--- config.mk ---
export PLATFORM = sky130hd
export DESIGN_NAME = mrpn_ctrl
export DESIGN_NICKNAME = d
export VERILOG_FILES = /design/src/hw/rtl/mrpn_pkg.sv /design/src/hw/rtl/mrpn_ctrl.sv
export SDC_FILE = /design/constraint.sdc
export NUM_CORES = 1
export LEC_CHECK = 0
export BUFFER_PORTS_ARGS = -buffer_cell sky130_fd_sc_hd__buf_2
export CAP_MARGIN = 20
export CORE_MARGIN = 1
export CORE_UTILIZATION = 36
export DETAILED_ROUTE_END_ITERATION = 12
export PLACE_DENSITY = 0.6
export SETUP_SLACK_MARGIN = 0.5
export SLEW_MARGIN = 20
export SYNTH_ARGS = -nofsm -noshare
export SYNTH_HDL_FRONTEND = slang
export SYNTH_SLANG_ARGS = --single-unit
export TNS_END_PERCENT = 20
--- constraint.sdc ---
create_clock -name clk -period 2.5 [get_ports clk]
set_input_delay 0.25 -clock clk [delete_from_list [all_inputs] [get_ports clk]]
set_output_delay 0.25 -clock clk [all_outputs]
set_load 0.005 [all_outputs]
--- src/hw/rtl/mrpn_pkg.sv ---
// Shared types and constants of the multibase RPN stack calculator.
// Used by the controller, the datapath and the top level; no dependencies.
package mrpn_pkg;

  // Token kinds as reported on the result channel
  localparam logic [2:0] KIND_NUM = 3'd0;
  localparam logic [2:0] KIND_ADD = 3'd1;
  localparam logic [2:0] KIND_SUB = 3'd2;
  localparam logic [2:0] KIND_MUL = 3'd3;
  localparam logic [2:0] KIND_DIV = 3'd4;

  // Result status codes
  localparam logic [1:0] ST_OK    = 2'd0;
  localparam logic [1:0] ST_UNDER = 2'd1;
  localparam logic [1:0] ST_OVER  = 2'd2;
  localparam logic [1:0] ST_DZ    = 2'd3;

  // Characters used for classification
  localparam logic [7:0] CH_ZERO = 8'h30;
  localparam logic [7:0] CH_NINE = 8'h39;
  localparam logic [7:0] CH_ONE  = 8'h31;

  // Stack update applied when a token finishes
  typedef enum logic [1:0] {
    CM_NONE = 2'd0,
    CM_PUSH = 2'd1,
    CM_POP  = 2'd2
  } commit_t;

  // Controller to datapath
  typedef struct packed {
    logic       accept;     // take one character
    logic       rd_issue;   // read second entry from the stack RAM
    logic       op_start;   // latch operands, start the operation
    logic       mul_step;   // one multiply/accumulate step
    logic [1:0] mul_idx;
    logic       div_step;   // one restoring divide step
    logic       div_fin;    // sign fix of the quotient
    logic       finish;     // commit stack, load result, clear token
    commit_t    commit;
    logic [1:0] status;
  } cmd_t;

  // Datapath to controller
  typedef struct packed {
    logic [2:0] kind;
    logic       full;
    logic       lt2;
    logic       b_zero;
  } sts_t;

  // Hex digit value; other bytes count as code minus 0x30, wrapping
  function automatic logic [63:0] hex_digit(input logic [7:0] c);
    logic [63:0] v;
    if (c >= 8'h41 && c <= 8'h46) v = {56'd0, c - 8'h37};
    else if (c >= 8'h61 && c <= 8'h66) v = {56'd0, c - 8'h57};
    else v = {56'd0, c} - 64'h30;
    return v;
  endfunction

endpackage

--- src/hw/rtl/mrpn_ctrl.sv ---
// Controller state machine of the RPN calculator.
// Depends on mrpn_pkg; drives the datapath through cmd_t, reads sts_t.
module mrpn_ctrl (
  input  logic           clk,
  input  logic           rst_n,
  input  logic           in_valid,
  input  logic           in_token_end,
  output logic           in_stall,
  output logic           out_valid,
  input  logic           out_stall,
  input  mrpn_pkg::sts_t sts,
  output mrpn_pkg::cmd_t cmd
);
  import mrpn_pkg::*;

  typedef enum logic [6:0] {
    S_IDLE = 7'b0000001,
    S_EVAL = 7'b0000010,
    S_OPRD = 7'b0000100,
    S_MUL  = 7'b0001000,
    S_DIV  = 7'b0010000,
    S_DFIN = 7'b0100000,
    S_FIN  = 7'b1000000
  } state_t;

  state_t      state_r, state_nxt;
  logic [5:0]  cnt_r, cnt_nxt;
  logic [1:0]  status_r, status_nxt;
  commit_t     commit_r, commit_nxt;
  logic        out_valid_r, out_valid_nxt;
  logic        out_free;

  assign in_stall  = (state_r != S_IDLE);
  assign out_valid = out_valid_r;
  assign out_free  = !out_valid_r || !out_stall;

  // Next state and commands
  always_comb begin
    state_nxt     = state_r;
    cnt_nxt       = cnt_r;
    status_nxt    = status_r;
    commit_nxt    = commit_r;
    out_valid_nxt = out_valid_r && out_stall;
    cmd           = '0;
    cmd.commit    = commit_r;
    cmd.status    = status_r;
    cmd.mul_idx   = cnt_r[1:0];
    unique case (state_r)
      S_IDLE: begin
        if (in_valid) begin
          cmd.accept = 1'b1;
          if (in_token_end) state_nxt = S_EVAL;
        end
      end
      S_EVAL: begin
        if (sts.kind == KIND_NUM) begin
          status_nxt = sts.full ? ST_OVER : ST_OK;
          commit_nxt = sts.full ? CM_NONE : CM_PUSH;
          state_nxt  = S_FIN;
        end else if (sts.lt2) begin
          status_nxt = ST_UNDER;
          commit_nxt = CM_NONE;
          state_nxt  = S_FIN;
        end else begin
          cmd.rd_issue = 1'b1;
          state_nxt    = S_OPRD;
        end
      end
      S_OPRD: begin
        cmd.op_start = 1'b1;
        cnt_nxt      = '0;
        status_nxt   = ST_OK;
        commit_nxt   = CM_POP;
        priority if (sts.kind == KIND_DIV && sts.b_zero) begin
          status_nxt = ST_DZ;
          commit_nxt = CM_NONE;
          state_nxt  = S_FIN;
        end else if (sts.kind == KIND_DIV) begin
          state_nxt = S_DIV;
        end else if (sts.kind == KIND_MUL) begin
          state_nxt = S_MUL;
        end else begin
          state_nxt = S_FIN;
        end
      end
      S_MUL: begin
        cmd.mul_step = 1'b1;
        cnt_nxt      = cnt_r + 6'd1;
        if (cnt_r[1:0] == 2'd3) state_nxt = S_FIN;
      end
      S_DIV: begin
        cmd.div_step = 1'b1;
        cnt_nxt      = cnt_r + 6'd1;
        if (cnt_r == 6'd63) state_nxt = S_DFIN;
      end
      S_DFIN: begin
        cmd.div_fin = 1'b1;
        state_nxt   = S_FIN;
      end
      S_FIN: begin
        if (out_free) begin
          cmd.finish    = 1'b1;
          out_valid_nxt = 1'b1;
          state_nxt     = S_IDLE;
        end
      end
      default: state_nxt = S_IDLE;
    endcase
  end

  always_ff @(posedge clk) begin
    if (!rst_n) begin
      state_r     <= S_IDLE;
      cnt_r       <= '0;
      status_r    <= ST_OK;
      commit_r    <= CM_NONE;
      out_valid_r <= 1'b0;
    end else begin
      state_r     <= state_nxt;
      cnt_r       <= cnt_nxt;
      status_r    <= status_nxt;
      commit_r    <= commit_nxt;
      out_valid_r <= out_valid_nxt;
    end
  end
endmodule

## Word-level counts from Yosys, hierarchy flattened

Cells that the tools add are included.

- Register bits: 18
- Word-level logic and storage cells: 70

- $add $sub $neg: 1
- Eq/ne operators: 18
- Multiplexer cells: 35
- Reduce and logical (&&, ||, !) cells: 11

Operators by type and width:

| kind | number |
|---|---|
| 7-bit two-way mux | 10 |
| 7-bit case mux with 7 select lines | 1 |
| 1-bit two-way mux | 14 |
| 2-bit two-way mux | 7 |
| 6-bit case mux with 2 select lines | 1 |
| 2-bit != test (second input constant) | 5 |
| 2-bit case mux with 2 select lines | 2 |
| 7-bit by 1-bit == test with 1-bit output (second input constant) | 1 |
| 7-bit by 2-bit == test with 1-bit output (second input constant) | 1 |
| 7-bit by 3-bit == test with 1-bit output (second input constant) | 1 |
| 7-bit by 4-bit == test with 1-bit output (second input constant) | 1 |
| 7-bit by 5-bit == test with 1-bit output (second input constant) | 1 |
| 7-bit by 6-bit == test with 1-bit output (second input constant) | 1 |
| 7-bit == test (second input constant) | 1 |
| 7-bit by 1-bit != test with 1-bit output (second input constant) | 1 |
| 6-bit by 1-bit adder with 6-bit output (second input constant) | 1 |
| 6-bit == test (second input constant) | 1 |
| 5-bit AND reduction | 1 |
| 2-bit nonzero test | 2 |
| 3-bit by 2-bit == test with 1-bit output (second input constant) | 1 |
| 3-bit == test (second input constant) | 1 |
| 3-bit zero test | 1 |
| 3-bit != test (second input constant) | 1 |
| 2-bit == test (second input constant) | 1 |
| 5 further kinds | 7 |

## Longest topological paths before layout

Gate-level depths: netlist (run 1).

- Word-level depth: 5
- Mapped depth: 6
- Gate-level depth less buffers: 5

## Worst setup path before layout (run 1)

OpenSTA, ideal clock, no wires.

- Path kind: flip-flop to flip-flop
- From: reg state_r[5]
- To: reg cnt_r[5]
- Library setup time: 0.074 ns
- Arrival: 2.003 ns
- Required time: 2.426 ns
- Slack: 0.423 ns
- Cell stages (with the launch flop): 6
- Path buffers: 1
- Period minus slack after synthesis: 2.077 ns
- Path through: dfxtp_1 or4_1 buf_2 or3_4 or4_1 a31oi_1

- Word-level cells in the longest chain between the ends: 3

Ends and longest elaborated chain:

| item | line | source |
|---|---|---|
| start, declared | mrpn_ctrl.sv:26 | `state_t state_r, state_nxt;` |
| start signal, assigned | mrpn_ctrl.sv:119 | `state_r <= state_nxt;` |
| 7-bit by 5-bit == test with 1-bit output / 7-bit by 4-bit == test with 1-bit output (equally long branches) | mrpn_ctrl.sv:48 | `unique case (state_r)` |
| 2-bit OR reduction (no source line) | - |  |
| 6-bit case mux with 2 select lines / 2-bit nonzero test (equally long branches) | - |  |
| end signal, assigned | mrpn_ctrl.sv:120 | `cnt_r <= cnt_nxt;` |
| end, declared | mrpn_ctrl.sv:27 | `logic [5:0] cnt_r, cnt_nxt;` |

Several ways; a longest one is shown, not always the timed one.
A chain may end at the register's enable or synchronous reset.

## Worst setup path after layout (run 1)

- From: reg state_r[0]
- To: reg state_r[4]

- Word-level cells in the longest chain between the ends: 3

Ends and longest elaborated chain:

| item | line |
|---|---|
| 7-bit by 5-bit == test with 1-bit output (tied with other cells) | mrpn_ctrl.sv:48 |
| 2-bit != test (no source line) | - |
| 5-bit AND reduction (no source line) | - |

Several ways; a longest one is shown, not always the timed one.

==> results.cfg, run 1 <==
[run_status]
outcome = finished, final reports clean

[clocking]
cts_max_level = 1
root_buffer = clkbuf_4
clock-sinks = 18
clk_pin_slew_ns = 0.11
numCtsBuffers = 3
ctsHoldBuffers = 0
clock_path_buffers = 2
clk_latency_ns = 0.30
cts_tree = yes

[placement]
portBuffers = 25
place_inst = 184
gp_congestion = 0.799
hpwl_um = 1960
placedInstanceArea_mm2 = 0.00117

[setup_path]
cp.required_ns = 2.73
crit_type = flip-flop to flip-flop
cp-end-kind = flip-flop
critical_path.max_fanout = 7
arrival_ns = 2.29
critPathLaunchType = flip-flop

[final_layout]
instances_no_fill = 194
antennaDiodeCount = 0
syn2layout_area_growth_pct = 26.0
final_area_mm2 = 0.00129
drive_above_1_share_pct = 29.3
layout.nets = 177

[yosys]
async_reset_ff_share_pct = 0
synth_nets = 145
synthTopCellsByCount = dfxtp_1, nand2_1, nand3_1
yosysTopAreaCellShare_pct = 35.1
synth_cell_types = 34
synthCells = 133
avgSynthCellArea_um2 = 7.71
netlist_area_mm2 = 0.00103
yosys.cell_count.top_type = dfxtp_1
yosysSeqAreaShare_pct = 35.1
synth_ff_type = dfxtp_1
yosys.area.top_type = dfxtp_1
synth_edf_count = 0
synthTopCellsByArea = dfxtp_1, nand3_1, nand2_1
ys_seq_elements = 18
yosys_warnings = 0

[detailed_routing]
vias = 1101
dr.pass1.iters = 4
via_per_inst = 5.68
antenna_left = 0
drc_errors = 0
wl_per_cell_um = 13.6
routed_wl_um = 2640
drt_iter0_markers = 28

[sta]
tightest_slew_ns = 0.633
setup_tns_ns = 0
setup_viol = 0
rsz0062_at_grt = true
hold_violations = 0
period_minus_slack_ns = 2.06
slew_violations = 0
fmax_mhz = 486
skew_ns = 0.00892
slew_headroom_pct = 57.5
finalCritPeriodShare_pct = 82.2

[power_and_ir_drop]
p_seq_share_pct = 46.9
p_int_uw = 457
p_sw_uw = 192
pwr-share-clk_pct = 28.4
peakVddDrop_mv = 0.317
total_power_uw = 650
p_leak_uw = 0.000508
p_sw_share_pct = 29.6
p_per_area_mw_per_mm2 = 503
combPwrFrac_pct = 24.7

[global_route]
antenna_found_initial = 0
track_usage_pct = 17.0
grt_max_degree = 13
grt.overflow.total = 0
grt_pass1_wl_um = 4170
grt_pass1_vias = 909

[floorplan]
core_mm2 = 0.00259
die_y_um = 55.4
num_io_pins = 26
die_w_um = 55.4
initial_core_util_pct = 39.6
rows = 18
dieArea_mm2 = 0.00307

[min_path]
hold_path.class = input pin to flip-flop

[flow_run]
max_cap_viol_count = 0
placed cells by master, fill, tap and decap left out, drive strengths merged, types with 3 or more instances in the layout:
cell type / instances
clkbuf: 4
nand2b: 5
buf: 33
nor3: 7
dfxtp: 18
or3: 3
nand2: 15
nor2: 8
or4: 5
nand3: 12
o21ai: 8
nor4: 5
nor2b: 3
a21oi: 5
inv: 6
a31oi: 4
final timing paths:
kind | slack, ns | cells after the start | end | start
worst min register to register | 0.46 | 2 | status_r[0]$_SDFFE_PN0P_ | status_r[0]$_SDFFE_PN0P_
worst max-delay path | 0.44 | 5 | state_r[4]$_SDFFE_PN0P_ | state_r[0]$_SDFFE_PN1P_
worst max register to register | 0.44 | 5 | state_r[4]$_SDFFE_PN0P_ | state_r[0]$_SDFFE_PN1P_
worst min-delay path | 0.15 | 2 | state_r[2]$_SDFFE_PN0P_ | sts[1]
critical path, stage by stage, from the launching register on:
cell	delay (ns)
dfxtp_2	0.36
or4_4	0.55
or3_4	0.42
buf_4	0.17
or3_1	0.34
a21oi_1	0.14
logic make-up after synthesis:
kind of cell             after synthesis  synth area share, %
AND/OR/NAND/NOR                       67                 34.5
AO/OA/AOI/OAI                         31                 20.2
multiplexers                           2                 1.95
XOR/XNOR                               2                 1.71
buffers and inverters                 12                 5.24
adder cells (fa/ha/maj)                1                 1.22
flip-flops                            18                 35.1
layout make-up:
type	count	area [um2]
clock buffers	4	36.3
inverters	6	25.0
repair buffers	33	191
multi-input cells	103	632
well taps	30	37.5
flip-flops and latches	18	370
fillers	248	1300
power by group through the flow:
stage / combinational (uW) / sequential [uW] / clock, uW
after floorplan: 95.2 / 310 / 0
after global placement: 136 / 310 / 0
after detailed placement: 135 / 311 / 0
after CTS: 152 / 305 / 190
after global routing: 173 / 305 / 202
final: 160 / 305 / 184
registers in the layout (all words and copies together), names as in the netlist:
signal and flops:
state_r 7, cnt_r 6, commit_r 2, status_r 2, out_valid 1
layer usage:
layer	routed length (um)	GRT usage [%]	vias to the layer above
met4	15	3.21	0
met1	1330	24.1	510
met3	135	5.15	2
met5	0	0	-
met2	1160	25.6	30
li1	-	-	559
metrics by stage:
step | hold slack (ns) | setup WS [ns] | util, %
final | 0.145 | 0.444 | 49.9
after global routing | 0.147 | 0.407 | 49.9
after floorplan | 0.329 | 0.443 | -
after global placement | 0.442 | 0.368 | 45.3
after CTS | 0.142 | 0.461 | 48.1
after detailed placement | 0.458 | 0.328 | 45.3
timing repair:
item                       4_1_cts  5_1_grt
gates resized for setup          9        4
setup buffers                    2        4
setup endpoints to repair        9        8
pin swaps                        3        6
No activity file was read; power rests on OpenSTA's default activity.
==> run 2, diff against run 1 <==
clock period = 2.1 ns   (was 2.5 ns; I/O delays follow)
==> run 2 against run 1 <==
Net effect:
- wire length up 8.7%
- hold slack worse by 0.033 ns
- sequential power up 20%
- critical path type unchanged
- largest power group unchanged
- highest routed layer unchanged
==> results.cfg, run 2 (same netlist as run 1, synthesis figures left out) <==
[run_status]
outcome = finished, final reports clean

[final_layout]
largest_reg_flops = 7
syn2layout_area_growth_pct = 37.9
antennaDiodeCount = 0
final_common_cell = buf_2
drive_above_1_share_pct = 36.0
largestRegisters = state_r (7), cnt_r (6)
layout_common_cells = buf_2, dfxtp_1, nand2_1, nand3_1, buf_4
layout.nets = 186
final_area_mm2 = 0.00142
fin_util_pct = 54.6
regMostFlops = state_r

[detailed_routing]
drc_errors = 0
dr.pass1.iters = 4
antenna_left = 0
drt_iter0_markers = 35
routed_wl_um = 2870
via_per_inst = 5.68
vias = 1148
wl_per_cell_um = 14.2

[power_and_ir_drop]
p_int_uw = 548
p_sw_uw = 255
combPwrFrac_pct = 31.8
peakVddDrop_mv = 0.306
p_seq_share_pct = 45.6
p_per_area_mw_per_mm2 = 568
p_sw_share_pct = 31.7
p_leak_uw = 0.000559
pwr-share-clk_pct = 22.7

[sta]
hold_violations = 0
setup_viol = 0
setup_tns_ns = 0
whs_ns = 0.112
slew_headroom_pct = 55.0
period_minus_slack_ns = 1.97
rsz0062_at_grt = true
skew_ns = 0.00252
slew_violations = 0
fmax_mhz = 509
tightest_slew_ns = 0.669
finalCritPeriodShare_pct = 93.6
worst_slack_ns = 0.134

[global_route]
grt_pass1_wl_um = 4640
grt_max_degree = 13
antenna_found_initial = 0
track_usage_pct = 19.0
grt_pass1_vias = 1016
grt.overflow.total = 0

[clocking]
clock_path_buffers = 2
numCtsBuffers = 3
cts_tree = yes
cts_max_level = 1
ctsHoldBuffers = 0
clk_latency_ns = 0.30
clock-sinks = 18
clk_pin_slew_ns = 0.11
root_buffer = clkbuf_4

[placement]
hpwl_um = 2070
portBuffers = 25
dp_slack_ns = 0.0837
gp_congestion = 0.817
placedInstanceArea_mm2 = 0.00123

[setup_path]
rr_endpoint = status_r[1]$_SDFFE_PN0P_
r2r_slack_ns = 0.13
cp.required_ns = 2.35
critPathLaunch = state_r[0]$_SDFFE_PN1P_
worstSetupEndpoint = status_r[1]$_SDFFE_PN0P_
critPathLaunchType = flip-flop
cp-end-kind = flip-flop
slowest_stage = or4_4
critical_path_cell_count = 5
r2r_cells = 5
arrival_ns = 2.22
crit_chain = or4_4 -> buf_4 -> or4_1 -> a221o_1 -> nand3_1
crit_type = flip-flop to flip-flop
max_stage_delay_ns = 0.51
crit_family = simple AND/OR/NAND/NOR gates
critPathBufInv = 1
critical_path.max_fanout = 5
timing.rr.start = state_r[0]$_SDFFE_PN1P_

[floorplan]
dieArea_mm2 = 0.00307
rows = 18
core_mm2 = 0.00259
initial_core_util_pct = 39.6
num_io_pins = 26
die_w_um = 55.4
die_y_um = 55.4

[min_path]
hp-start = sts[1]
hold_path.class = input pin to flip-flop

[flow_run]
max_cap_viol_count = 0
-- run 2: changes by cell type in the layout (fill, tap and decap cells not counted), sizes merged --
cell	change
buf	+9
clkbuf	-1
-- run 2: stage by stage --
stage | total power, uW | instances
2_1_floorplan | 482 | 133
3_3_place_gp | 540 | 191
3_5_place_dp | 540 | 191
4_1_cts | 777 | 201
5_1_grt | 843 | 202
6_report | 804 | 202
-- run 2: area by class of cell --
cell class	count	area (um2)
tap	30	37.5
multi-input combinational	103	687
sequential	18	365
inverter	6	25.0
clock buffer	3	22.5
timing repair buffer	42	278
fill	259	1170
-- run 2: worst min path at each step --
stage,end,depth (start not counted)
finish,state_r[2]$_SDFFE_PN0P_,2
global route,state_r[2]$_SDFFE_PN0P_,2
CTS,state_r[2]$_SDFFE_PN0P_,2
detailed placement,state_r[2]$_SDFFE_PN0P_,2
global placement,state_r[2]$_SDFFE_PN0P_,2
floorplan,state_r[2]$_SDFFE_PN0P_,1
-- run 2: power by group through the flow --
stage | Sequential, uW | Clock, uW | Combinational (uW)
finish | 366 | 182 | 255
global route | 367 | 201 | 275
CTS | 365 | 185 | 226
detailed placement | 371 | 0 | 169
global placement | 370 | 0 | 171
floorplan | 369 | 0 | 113
-- run 2: what timing repair did --
item / 4_1_cts / 5_1_grt
buffers inserted: 7 / 1
gates resized for setup: 13 / 13
pin swaps: 8 / 7
endpoints found under the setup margin: 24 / 24
-- run 2: metal layers --
layer  up-vias  share of wire (%)  GRT usage (%)  wire length [um]
met5         -                  0              0                 0
met4         0                1.6           8.21                46
met3         5                3.3           2.81                94
met2        25                 46           28.7              1320
met1       539                 49           26.9              1410
li1        579                  -              -                 -
-- run 2: worst reg2reg max path, delay by kind of cell (launching register included) --
family                 cells  cell delay, ns
and+or+nand+nor            3            1.06
DFF                        1            0.37
AOI/OAI and AO/OA          1            0.33
buffers and inverters      1            0.16
